File: config.mk
export PLATFORM = sky130hd
export DESIGN_NAME = ipv4_rx_header_classifier_flat
export DESIGN_NICKNAME = d
export VERILOG_FILES = /design/src/sv/ipv4rx_pkg.sv /design/src/sv/ipv4rx_hdr_if.sv /design/src/sv/ipv4rx_vrd_if.sv /design/src/sv/ipv4_rx_header_classifier.sv /design/src/sv/ipv4rx_cfg_regs.sv /design/src/sv/ipv4rx_in_stage.sv /design/src/sv/ipv4rx_core.sv /design/src/flat_wrapper.sv
export SDC_FILE = /design/constraint.sdc
export NUM_CORES = 1
export LEC_CHECK = 0
export ABC_AREA = 0
export BUFFER_PORTS_ARGS = -buffer_cell sky130_fd_sc_hd__buf_2
export CORE_UTILIZATION = 40
export DETAILED_ROUTE_END_ITERATION = 10
export SETUP_SLACK_MARGIN = 0.4
export SYNTH_ARGS = -nofsm -noshare
export SYNTH_HDL_FRONTEND = slang
export SYNTH_SLANG_ARGS = --single-unit
File: constraint.sdc
create_clock -name clk_i -period 6.65 [get_ports clk_i]
set_input_delay 0.665 -clock clk_i [delete_from_list [all_inputs] [get_ports clk_i]]
set_output_delay 0.665 -clock clk_i [all_outputs]
set_load 0.01 [all_outputs]
File: src/sv/ipv4rx_pkg.sv
// ----------------------------------------------------------------------------
// ipv4rx_pkg
// shared types, constants and helpers of the ipv4 receive header classifier
// ----------------------------------------------------------------------------
package ipv4rx_pkg;

  localparam int NUM_IFACES = 3;
  localparam int IDX_W      = (NUM_IFACES > 1) ? $clog2(NUM_IFACES) : 1;
  localparam int CFG_IDX_W  = 3;
  localparam int CFG_DATA_W = 32;

  // register indexes
  localparam logic [CFG_IDX_W-1:0] CFG_IFACE_COUNT = 3'd0;
  localparam logic [CFG_IDX_W-1:0] CFG_IFACE_BASE  = 3'd1;

  localparam logic [3:0]  IP_VERSION = 4'd4;
  localparam logic [3:0]  MIN_IHL    = 4'd5;
  localparam logic [15:0] IHL_UNIT   = 16'd4;
  localparam logic [7:0]  PROTO_ICMP = 8'd1;
  localparam logic [7:0]  PROTO_TCP  = 8'd6;
  localparam logic [7:0]  PROTO_UDP  = 8'd17;
  localparam logic [15:0] SUM_OK     = 16'hFFFF;
  localparam logic [31:0] ALL_ONES   = 32'hFFFF_FFFF;
  localparam logic [3:0]  MCAST_TOP  = 4'hE;
  localparam logic [1:0]  MATCH_NONE = 2'd3;

  // header word positions
  localparam logic [4:0] POS_FRAG   = 5'd3;
  localparam logic [4:0] POS_PROTO  = 5'd4;
  localparam logic [4:0] POS_DST_HI = 5'd8;
  localparam logic [4:0] POS_DST_LO = 5'd9;

  typedef enum logic [3:0] {
    V_UDP     = 4'd0,
    V_ICMP    = 4'd1,
    V_BADVER  = 4'd2,
    V_SHORT   = 4'd3,
    V_BADSUM  = 4'd4,
    V_NOTUS   = 4'd5,
    V_FRAG    = 4'd6,
    V_OPTS    = 4'd7,
    V_TCP     = 4'd8,
    V_UNREACH = 4'd9,
    V_SILENT  = 4'd10
  } verdict_e;

  typedef struct packed {
    logic [15:0] hdr_word;
    logic        pkt_start;
    logic [15:0] buf_bytes;
    logic [1:0]  rx_iface;
  } hdr_item_t;

  typedef struct packed {
    verdict_e    verdict;
    logic [1:0]  match_iface;
    logic [7:0]  protocol;
    logic [31:0] rx_total;
    logic [31:0] drop_total;
  } vrd_item_t;

  typedef struct packed {
    logic [1:0]                  iface_count;
    logic [NUM_IFACES-1:0][31:0] addr;
    logic [NUM_IFACES-1:0][31:0] mask;
  } cfg_t;

  function automatic logic is_bcast(logic [31:0] a, logic [31:0] m);
    return ((a & ~m) == ~m) || (a == ALL_ONES);
  endfunction

endpackage

File: src/sv/ipv4rx_hdr_if.sv
// ----------------------------------------------------------------------------
// ipv4rx_hdr_if
// header word channel: valid, ready and one header item
// ----------------------------------------------------------------------------
interface ipv4rx_hdr_if;
  import ipv4rx_pkg::*;

  logic      valid;
  logic      ready;
  hdr_item_t data;

  modport source (output valid, output data, input ready);
  modport sink   (input valid, input data, output ready);
endinterface

File: src/sv/ipv4rx_vrd_if.sv
// ----------------------------------------------------------------------------
// ipv4rx_vrd_if
// verdict channel: valid, ready and one verdict item
// ----------------------------------------------------------------------------
interface ipv4rx_vrd_if;
  import ipv4rx_pkg::*;

  logic      valid;
  logic      ready;
  vrd_item_t data;

  modport source (output valid, output data, input ready);
  modport sink   (input valid, input data, output ready);
endinterface

File: src/sv/ipv4_rx_header_classifier.sv
// ----------------------------------------------------------------------------
// ipv4_rx_header_classifier
// ipv4 receive header check, interface match and per-packet verdict
// ----------------------------------------------------------------------------
// hdr_i takes one 16-bit header word per transaction, pkt_start set on the
// first word together with buf_bytes and rx_iface. vrd_o gives one verdict
// transaction per packet with the matched interface, the protocol byte and
// the receive and drop counters after that packet.
// a bad version or short header gives its verdict on the first word, every
// other verdict comes on the last header word; words outside a packet are
// dropped without a verdict, and a new pkt_start abandons an open packet.
// throughput: one word per cycle while vrd_o is not stalled, set by the single
// pass from the input register through checksum fold, interface compare and
// verdict select. An accepted word passes the input register and then the
// result register, from which its verdict is offered on vrd_o.
// when vrd_o stalls, the input register still takes one word and then
// hdr_i.ready drops until the verdict transaction completes. Reset clears the
// counters, packet state and interface table. The user must load registers by
// the write port (cfg_we_i, cfg_idx_i, cfg_wdata_i) while idle; not enforced.
// ----------------------------------------------------------------------------
module ipv4_rx_header_classifier (
  input  logic                              clk_i,
  input  logic                              rst_ni,
  input  logic                              cfg_we_i,
  input  logic [ipv4rx_pkg::CFG_IDX_W-1:0]  cfg_idx_i,
  input  logic [ipv4rx_pkg::CFG_DATA_W-1:0] cfg_wdata_i,
  ipv4rx_hdr_if.sink                        hdr_i,
  ipv4rx_vrd_if.source                      vrd_o
);
  import ipv4rx_pkg::*;

  cfg_t      cfg;
  logic      s1_valid;
  hdr_item_t s1_data;
  logic      advance;

  ipv4rx_cfg_regs u_cfg (
    .clk_i       (clk_i),
    .rst_ni      (rst_ni),
    .cfg_we_i    (cfg_we_i),
    .cfg_idx_i   (cfg_idx_i),
    .cfg_wdata_i (cfg_wdata_i),
    .cfg_o       (cfg)
  );

  ipv4rx_in_stage u_in (
    .clk_i     (clk_i),
    .rst_ni    (rst_ni),
    .hdr_i     (hdr_i),
    .advance_i (advance),
    .valid_o   (s1_valid),
    .data_o    (s1_data)
  );

  ipv4rx_core u_core (
    .clk_i     (clk_i),
    .rst_ni    (rst_ni),
    .cfg_i     (cfg),
    .valid_i   (s1_valid),
    .data_i    (s1_data),
    .advance_o (advance),
    .vrd_o     (vrd_o)
  );

  // input only stalls behind a held verdict
  a_stall_cause: assert property (@(posedge clk_i) disable iff (!rst_ni)
    !hdr_i.ready |-> (vrd_o.valid && !vrd_o.ready))
    else $error("input stalled without output back-pressure");

  // a pending word is kept while the core cannot take it
  a_hold_word: assert property (@(posedge clk_i) disable iff (!rst_ni)
    (s1_valid && !advance) |=> s1_valid)
    else $error("pending header word lost");

  // early verdicts carry no interface and no protocol
  a_early_fields: assert property (@(posedge clk_i) disable iff (!rst_ni)
    (vrd_o.valid && ((vrd_o.data.verdict == V_BADVER) || (vrd_o.data.verdict == V_SHORT)))
    |-> ((vrd_o.data.match_iface == MATCH_NONE) && (vrd_o.data.protocol == 8'd0)))
    else $error("early verdict with interface or protocol set");

endmodule

File: src/sv/ipv4rx_cfg_regs.sv
// ----------------------------------------------------------------------------
// ipv4rx_cfg_regs
// interface table and count, written through the plain write port
// ----------------------------------------------------------------------------
module ipv4rx_cfg_regs (
  input  logic                              clk_i,
  input  logic                              rst_ni,
  input  logic                              cfg_we_i,
  input  logic [ipv4rx_pkg::CFG_IDX_W-1:0]  cfg_idx_i,
  input  logic [ipv4rx_pkg::CFG_DATA_W-1:0] cfg_wdata_i,
  output ipv4rx_pkg::cfg_t                  cfg_o
);
  import ipv4rx_pkg::*;

  cfg_t cfg_q;

  always_ff @(posedge clk_i or negedge rst_ni) begin
    if (!rst_ni) begin
      cfg_q <= '0;
    end else if (cfg_we_i) begin
      if (cfg_idx_i == CFG_IFACE_COUNT) begin
        cfg_q.iface_count <= cfg_wdata_i[1:0];
      end
      for (int i = 0; i < NUM_IFACES; i++) begin
        if (cfg_idx_i == CFG_IFACE_BASE + CFG_IDX_W'(2 * i)) begin
          cfg_q.addr[i] <= cfg_wdata_i;
        end
        if (cfg_idx_i == CFG_IFACE_BASE + CFG_IDX_W'(2 * i + 1)) begin
          cfg_q.mask[i] <= cfg_wdata_i;
        end
      end
    end
  end

  assign cfg_o = cfg_q;

endmodule

File: src/sv/ipv4rx_in_stage.sv
// ----------------------------------------------------------------------------
// ipv4rx_in_stage
// input register for header words, holds a word until the core takes it
// ----------------------------------------------------------------------------
module ipv4rx_in_stage (
  input  logic                  clk_i,
  input  logic                  rst_ni,
  ipv4rx_hdr_if.sink            hdr_i,
  input  logic                  advance_i,
  output logic                  valid_o,
  output ipv4rx_pkg::hdr_item_t data_o
);
  import ipv4rx_pkg::*;

  logic      valid_q;
  hdr_item_t data_q;

  assign hdr_i.ready = !valid_q || advance_i;

  always_ff @(posedge clk_i or negedge rst_ni) begin
    if (!rst_ni) begin
      valid_q <= 1'b0;
    end else if (hdr_i.ready) begin
      valid_q <= hdr_i.valid;
    end
  end

  always_ff @(posedge clk_i) begin
    if (hdr_i.valid && hdr_i.ready) begin
      data_q <= hdr_i.data;
    end
  end

  assign valid_o = valid_q;
  assign data_o  = data_q;

endmodule

File: src/sv/ipv4rx_core.sv
// ----------------------------------------------------------------------------
// ipv4rx_core
// header state, checksum, interface match, verdict and result register
// ----------------------------------------------------------------------------
module ipv4rx_core (
  input  logic                  clk_i,
  input  logic                  rst_ni,
  input  ipv4rx_pkg::cfg_t      cfg_i,
  input  logic                  valid_i,
  input  ipv4rx_pkg::hdr_item_t data_i,
  output logic                  advance_o,
  ipv4rx_vrd_if.source          vrd_o
);
  import ipv4rx_pkg::*;

  logic [4:0]  word_pos_q, word_pos_d;
  logic [3:0]  hdr_len_q, hdr_len_d;
  logic [15:0] sum_q, sum_d;
  logic [15:0] frag_q, frag_d;
  logic [7:0]  proto_q, proto_d;
  logic [31:0] dest_q, dest_d;
  logic [1:0]  src_q, src_d;
  logic        active_q, active_d;
  logic [31:0] rx_q, rx_d;
  logic [31:0] drop_q, drop_d;
  logic        out_valid_q, out_valid_d;
  vrd_item_t   out_q, res;

  logic        fire, start, emit, ver_bad, len_bad;
  logic [15:0] w;
  logic [4:0]  pos_b, last;
  logic [3:0]  hl_b;
  logic [15:0] sum_b, frag_b, frag_n, sum_n;
  logic [16:0] sum_wide;
  logic [7:0]  proto_b, proto_n;
  logic [31:0] dest_b, dest_n, src_mask;
  logic [1:0]  src_b, cnt_eff, match;
  verdict_e    fin_verdict;
  logic        fin_drop;

  assign advance_o = !out_valid_q || vrd_o.ready;
  assign fire      = valid_i && advance_o;

  always_comb begin
    start   = data_i.pkt_start;
    w       = data_i.hdr_word;
    ver_bad = w[15:12] != IP_VERSION;
    len_bad = (w[11:8] < MIN_IHL) || ((16'(w[11:8]) * IHL_UNIT) > data_i.buf_bytes);

    hl_b    = start ? w[11:8] : hdr_len_q;
    pos_b   = start ? 5'd0    : word_pos_q;
    sum_b   = start ? 16'd0   : sum_q;
    frag_b  = start ? 16'd0   : frag_q;
    proto_b = start ? 8'd0    : proto_q;
    dest_b  = start ? 32'd0   : dest_q;
    src_b   = start ? data_i.rx_iface : src_q;

    sum_wide = {1'b0, sum_b} + {1'b0, w};
    sum_n    = sum_wide[15:0] + 16'(sum_wide[16]);

    frag_n  = frag_b;
    proto_n = proto_b;
    dest_n  = dest_b;
    if (pos_b == POS_FRAG)   frag_n       = w;
    if (pos_b == POS_PROTO)  proto_n      = w[7:0];
    if (pos_b == POS_DST_HI) dest_n[31:16] = w;
    if (pos_b == POS_DST_LO) dest_n[15:0]  = w;

    last = {hl_b, 1'b0} - 5'd1;
  end

  // interface search, lowest index wins
  always_comb begin
    cnt_eff = (32'(cfg_i.iface_count) > NUM_IFACES) ? 2'(NUM_IFACES) : cfg_i.iface_count;
    match   = MATCH_NONE;
    for (int i = NUM_IFACES - 1; i >= 0; i--) begin
      if ((i < int'(cnt_eff)) &&
          ((cfg_i.addr[i] == '0) || (dest_n == cfg_i.addr[i]) ||
           (is_bcast(dest_n, cfg_i.mask[i]) &&
            ((dest_n & cfg_i.mask[i]) == (cfg_i.addr[i] & cfg_i.mask[i]))) ||
           (dest_n == ALL_ONES))) begin
        match = 2'(i);
      end
    end
    src_mask = (int'(src_b) < NUM_IFACES) ? cfg_i.mask[src_b[IDX_W-1:0]] : ALL_ONES;
  end

  always_comb begin
    fin_drop = 1'b1;
    priority if (sum_n != SUM_OK) begin
      fin_verdict = V_BADSUM;
    end else if (match == MATCH_NONE) begin
      fin_verdict = V_NOTUS;
      fin_drop    = 1'b0;
    end else if (frag_n[13:0] != '0) begin
      fin_verdict = V_FRAG;
    end else if (hl_b > MIN_IHL) begin
      fin_verdict = V_OPTS;
    end else if (proto_n == PROTO_UDP) begin
      fin_verdict = V_UDP;
      fin_drop    = 1'b0;
    end else if (proto_n == PROTO_ICMP) begin
      fin_verdict = V_ICMP;
      fin_drop    = 1'b0;
    end else if (proto_n == PROTO_TCP) begin
      fin_verdict = V_TCP;
      fin_drop    = 1'b0;
    end else if (is_bcast(dest_n, src_mask) || (dest_n[31:28] == MCAST_TOP)) begin
      fin_verdict = V_SILENT;
    end else begin
      fin_verdict = V_UNREACH;
    end
  end

  always_comb begin
    word_pos_d = word_pos_q;
    hdr_len_d  = hdr_len_q;
    sum_d      = sum_q;
    frag_d     = frag_q;
    proto_d    = proto_q;
    dest_d     = dest_q;
    src_d      = src_q;
    active_d   = active_q;
    rx_d       = rx_q;
    drop_d     = drop_q;
    emit       = 1'b0;
    res        = '0;
    res.match_iface = MATCH_NONE;

    if (fire && (start || active_q)) begin
      hdr_len_d = hl_b;
      src_d     = src_b;
      rx_d      = start ? rx_q + 32'd1 : rx_q;
      active_d  = 1'b1;
      priority if (start && ver_bad) begin
        emit        = 1'b1;
        res.verdict = V_BADVER;
      end else if (start && len_bad) begin
        emit        = 1'b1;
        res.verdict = V_SHORT;
      end else begin
        sum_d   = sum_n;
        frag_d  = frag_n;
        proto_d = proto_n;
        dest_d  = dest_n;
        if (pos_b < last) begin
          word_pos_d = pos_b + 5'd1;
        end else begin
          word_pos_d      = pos_b;
          emit            = 1'b1;
          res.verdict     = fin_verdict;
          res.protocol    = proto_n;
          res.match_iface = (fin_verdict == V_BADSUM) ? MATCH_NONE : match;
        end
      end
      if (start) begin
        if (ver_bad || len_bad) begin
          word_pos_d = '0;
          sum_d      = '0;
          frag_d     = '0;
          proto_d    = '0;
          dest_d     = '0;
        end
      end
      if (emit) begin
        active_d = 1'b0;
        if ((res.verdict == V_BADVER) || (res.verdict == V_SHORT) || fin_drop) begin
          drop_d = drop_q + 32'd1;
        end
      end
    end
    res.rx_total   = rx_d;
    res.drop_total = drop_d;

    out_valid_d = out_valid_q;
    if (advance_o) begin
      out_valid_d = fire && emit;
    end
  end

  always_ff @(posedge clk_i or negedge rst_ni) begin
    if (!rst_ni) begin
      word_pos_q  <= '0;
      hdr_len_q   <= '0;
      sum_q       <= '0;
      frag_q      <= '0;
      proto_q     <= '0;
      dest_q      <= '0;
      src_q       <= '0;
      active_q    <= 1'b0;
      rx_q        <= '0;
      drop_q      <= '0;
      out_valid_q <= 1'b0;
    end else begin
      word_pos_q  <= word_pos_d;
      hdr_len_q   <= hdr_len_d;
      sum_q       <= sum_d;
      frag_q      <= frag_d;
      proto_q     <= proto_d;
      dest_q      <= dest_d;
      src_q       <= src_d;
      active_q    <= active_d;
      rx_q        <= rx_d;
      drop_q      <= drop_d;
      out_valid_q <= out_valid_d;
    end
  end

  always_ff @(posedge clk_i) begin
    if (fire && emit) begin
      out_q <= res;
    end
  end

  assign vrd_o.valid = out_valid_q;
  assign vrd_o.data  = out_q;

endmodule
File: src/flat_wrapper.sv
// flat-port wrapper written by rule: the top's interface ports become plain ports
module ipv4_rx_header_classifier_flat import ipv4rx_pkg::*;
  (clk_i, rst_ni, cfg_we_i, cfg_idx_i, cfg_wdata_i, hdr_i_valid, hdr_i_data, hdr_i_ready, vrd_o_valid, vrd_o_data, vrd_o_ready);
  ipv4rx_hdr_if hdr_i_i ();
  ipv4rx_vrd_if vrd_o_i ();
  input  logic clk_i;
  input  logic rst_ni;
  input  logic cfg_we_i;
  input  logic [ipv4rx_pkg::CFG_IDX_W-1:0] cfg_idx_i;
  input  logic [ipv4rx_pkg::CFG_DATA_W-1:0] cfg_wdata_i;
  input wire logic [$bits(hdr_i_i.valid)-1:0] hdr_i_valid;
  input wire logic [$bits(hdr_i_i.data)-1:0] hdr_i_data;
  output wire logic [$bits(hdr_i_i.ready)-1:0] hdr_i_ready;
  output wire logic [$bits(vrd_o_i.valid)-1:0] vrd_o_valid;
  output wire logic [$bits(vrd_o_i.data)-1:0] vrd_o_data;
  input wire logic [$bits(vrd_o_i.ready)-1:0] vrd_o_ready;
  assign hdr_i_i.valid = hdr_i_valid;
  assign hdr_i_i.data = hdr_i_data;
  assign hdr_i_ready = hdr_i_i.ready;
  assign vrd_o_valid = vrd_o_i.valid;
  assign vrd_o_data = vrd_o_i.data;
  assign vrd_o_i.ready = vrd_o_ready;
  ipv4_rx_header_classifier u_core (.clk_i(clk_i), .rst_ni(rst_ni), .cfg_we_i(cfg_we_i), .cfg_idx_i(cfg_idx_i), .cfg_wdata_i(cfg_wdata_i), .hdr_i(hdr_i_i), .vrd_o(vrd_o_i));
endmodule
==> qor.json <==
{
  "synthDistinctLibCells": {"value": 89},
  "worst-path-buf-inv": {"value": 4},
  "fp-row-count": {"value": 86},
  "clk_pin_slew": {"value": 0.06, "unit": "ns"},
  "post_drt_via_cell_ratio": {"value": 5.850},
  "initial_utilization": {"value": 0.4075},
  "gp_routability_congestion": {"value": 1.016},
  "final_layout_size_suffix_gt1_frac": {"value": 0.2394},
  "run_status": {"value": "completed"},
  "synth_enable_flop_cells": {"value": 113},
  "cell_count_post_placement": {"value": 2768},
  "wl_per_cell": {"value": 24.66, "unit": "um"},
  "overall_die_area": {"value": 57420, "unit": "um2"},
  "mostFrequentLayoutCells": {"value": "342 x sky130_fd_sc_hd__dfrtp_1, 195 x sky130_fd_sc_hd__mux2_2, 153 x sky130_fd_sc_hd__buf_2"},
  "ff_latch_count_synth": {"value": 455},
  "timing.critical_path.from_type": {"value": "register"},
  "global_route.overflow_total": {"value": 0},
  "worst-setup-path-type": {"value": "register to register"},
  "clock_buffer_count_from_cts": {"value": 50},
  "power_leakage": {"value": 0.01077, "unit": "uW"},
  "yosys_warnings": {"value": 0},
  "grt_setup_unrepaired": {"value": "false"},
  "syn_to_final_growth": {"value": 14.68, "unit": "%"},
  "layout.filler_cells": {"value": 5091},
  "worst_slack": {"value": 0.7951, "unit": "ns"},
  "grt_pass1_wl": {"value": 106.4, "unit": "mm"},
  "critPathMostFrequentCell": {"value": "sky130_fd_sc_hd__buf_4"},
  "most_common_cell_after_layout_fill_and_taps_aside": {"value": "sky130_fd_sc_hd__dfrtp_1"},
  "drt_iter0_drc": {"value": 1394},
  "worst_pin_slew": {"value": 1.180, "unit": "ns"},
  "dr_vias": {"value": 16760},
  "all_layer_global_routing_usage": {"value": 0.2497},
  "postSynth.asyncResetShare": {"value": 0.7516},
  "dpl_worst_slack": {"value": 0.9298, "unit": "ns"},
  "hold_violations": {"value": 0},
  "core-area": {"value": 55420, "unit": "um2"},
  "synth_area": {"value": 22580, "unit": "um2"},
  "max-cap-violations": {"value": 0},
  "route.detailed.drc": {"value": 0},
  "maxSlewHeadroom": {"value": 0.2106},
  "final-max-slew-violation-count": {"value": 0},
  "critical_path_peak_fanout": {"value": 31},
  "cts.root.buffer_cell": {"value": "sky130_fd_sc_hd__clkbuf_16"},
  "fin_cells": {"value": 2864},
  "die_h": {"value": 239.6, "unit": "um"},
  "crit_path_max_incr_delay": {"value": 0.73, "unit": "ns"},
  "dieWidth": {"value": 239.6, "unit": "um"},
  "max-clock-path-buffers": {"value": 3},
  "synth_cells": {"value": 1926},
  "numPortBuffers": {"value": 154},
  "grt_start_max_net_pins": {"value": 94},
  "critPathCaptureType": {"value": "register"},
  "critical_path_required": {"value": 6.99, "unit": "ns"},
  "critical-path-slowest-cell": {"value": "sky130_fd_sc_hd__a32o_1"},
  "antenna_violations_before_repair": {"value": 2},
  "clock_latency": {"value": 0.61, "unit": "ns"},
  "hpwl": {"value": 51.01, "unit": "mm"},
  "path_delay_family": {"value": "simple AND/OR/NAND/NOR gates"},
  "totalNegativeSetupSlack": {"value": 0, "unit": "ns"},
  "synth_sequential_area_ratio": {"value": 0.5292},
  "achievable-frequency": {"value": 170.8, "unit": "MHz"},
  "drt_pre_antenna_iters": {"value": 5},
  "peakVddDrop": {"value": 0.0001980, "unit": "V"},
  "fin_nets": {"value": 2181},
  "finalClockSkew": {"value": 0.02470, "unit": "ns"},
  "power_per_cell_area": {"value": 335.0, "unit": "nW/um2"},
  "postCtsHoldBufs": {"value": 0},
  "fin_util": {"value": 0.4674},
  "grt_pass1_vias": {"value": 17110},
  "cp_data_arrival_time": {"value": 6.20, "unit": "ns"},
  "post_synth.cell_area_avg": {"value": 11.73, "unit": "um2"},
  "hold_path_class": {"value": "input port to async pin"},
  "antenna_violating_nets_post_route": {"value": 0},
  "fin_crit": {"value": 5.855, "unit": "ns"},
  "finalSetupViolCount": {"value": 0},
  "cts_num_sinks": {"value": 455},
  "top_ff_cell_synth": {"value": "sky130_fd_sc_hd__dfrtp_1"},
  "clock_tree_from_tritoncts": {"value": "yes"},
  "ctsHtreeMaxLevel": {"value": 2},
  "post-route-period-util": {"value": 0.8804},
  "syn_nets": {"value": 2035},
  "cp_cell_sequence": {"value": "buf_4 > clkinv_1 > buf_4 > nand2_1 > ha_1 > nand4bb_1 > a32o_1 > o22ai_1 > or4_1 > nor4_2 > a41oi_2 > a211oi_2 > nor4b_2 > o2111ai_2 > buf_4 > nand2_2 > mux2_4"},
  "total_power": {"value": 8677, "unit": "uW"},
  "totalWireLength": {"value": 70.63, "unit": "mm"},
  "io_pins": {"value": 155}
}
==> cells in the mapped netlist (31+ instances only) <==
cell type,n,area share
sky130_fd_sc_hd__ha_1,33,0.018
sky130_fd_sc_hd__edfxtp_1,113,0.15
sky130_fd_sc_hd__nor4_1,64,0.018
sky130_fd_sc_hd__inv_1,39,0.0065
sky130_fd_sc_hd__nor2_1,102,0.017
sky130_fd_sc_hd__o21ai_0,57,0.013
sky130_fd_sc_hd__clkbuf_1,63,0.010
sky130_fd_sc_hd__a22o_1,44,0.017
sky130_fd_sc_hd__xor2_1,107,0.041
sky130_fd_sc_hd__mux2_2,195,0.097
sky130_fd_sc_hd__nand2_1,135,0.022
sky130_fd_sc_hd__nand3_1,37,0.0082
sky130_fd_sc_hd__a21oi_1,31,0.0069
sky130_fd_sc_hd__xnor2_1,84,0.033
sky130_fd_sc_hd__dfrtp_1,342,0.38
sky130_fd_sc_hd__o22ai_1,45,0.012
sky130_fd_sc_hd__nand4_1,61,0.017
==> final timing paths <==
| path | depth (start not counted) | slack [ns] | end | start |
|---|---|---|---|---|
| setup / recovery | 17 | 0.80 | u_core.u_core.vrd_o.data[1] | u_core.u_in.data_o[18] |
| hold / removal | 1 | 0.1 | u_core.u_cfg.cfg_o[138] | rst_ni |
| setup reg to reg | 17 | 0.80 | u_core.u_core.vrd_o.data[1] | u_core.u_in.data_o[18] |
| hold reg to reg | 1 | 0.46 | u_core.u_core.rx_q[31] | u_core.u_core.rx_q[31] |
| max in group asynchronous | 2 | 5.02 | u_core.u_core.drop_q[20] | rst_ni |
| min in group clk_i | 1 | 0.22 | u_core.u_in.data_o[22] | hdr_i_data[22] |
==> registers in the layout (all words and copies together), names as in the netlist, 14 cells and up <==
signal                    count
u_core.u_core.dest_q         32
u_core.u_core.frag_q         14
u_core.u_cfg.cfg_o          194
u_core.u_core.sum_q          16
u_core.u_core.rx_q           32
u_core.u_core.vrd_o.data     78
u_core.u_in.data_o           35
u_core.u_core.drop_q         32
==> area by class of cell <==
cell class	count	area (um2)	area share
antenna	2	5.005	0.0001932
multi-input combinational	1334	10090	0.3894
tap	748	935.9	0.03614
inverter	40	151.4	0.005845
clock buffer	67	1386	0.05353
sequential	455	11950	0.4615
clock inverter	27	325.3	0.01256
timing repair buffer	191	1059	0.04087
==> repair_timing <==
action | 4_1_cts | 5_1_grt
endpoints found under the hold margin | 0 | 0
setup buffers | 0 | 0
resized for setup | 0 | 1
endpoints found under the setup margin | 0 | 1
==> report_power, final <==
part           internal (uW)  total (uW)  switching [uW]
clock                   1710        2870            1170
sequential              3350        3830             481
combinational            818        1980            1160
==> layer usage <==
| layer | share of wire | GRT usage | wire length, um |
|---|---|---|---|
| met1 | 0.41 | 0.3101 | 28680 |
| met5 | 0 | 0 | 0 |
| met2 | 0.49 | 0.4235 | 34670 |
| met3 | 0.056 | 0.04172 | 3972 |
| met4 | 0.047 | 0.1152 | 3308 |
==> per-stage QoR <==
step	hold WS, ns	area [um2]
after global placement	0.4554	24180
after CTS	0.1235	25890
after global routing	0.1506	25890
after detailed placement	0.4597	24180
after floorplan	0.3694	22590
final	0.09586	25900
==> cells by family (layout without fill, tap and decap cells) <==
kind of cell | count (synthesis) | in the layout | share of synthesized area
compound gates | 311 | 311 | 0.1077
xor+xnor | 191 | 191 | 0.07407
fa+ha+maj | 34 | 34 | 0.01917
buf+inv | 137 | 325 | 0.02560
flops | 455 | 455 | 0.5292
mux | 213 | 213 | 0.1054
other cells | 0 | 2 | 0
simple gates | 585 | 585 | 0.1388
(Power assumes the default switching activity.)
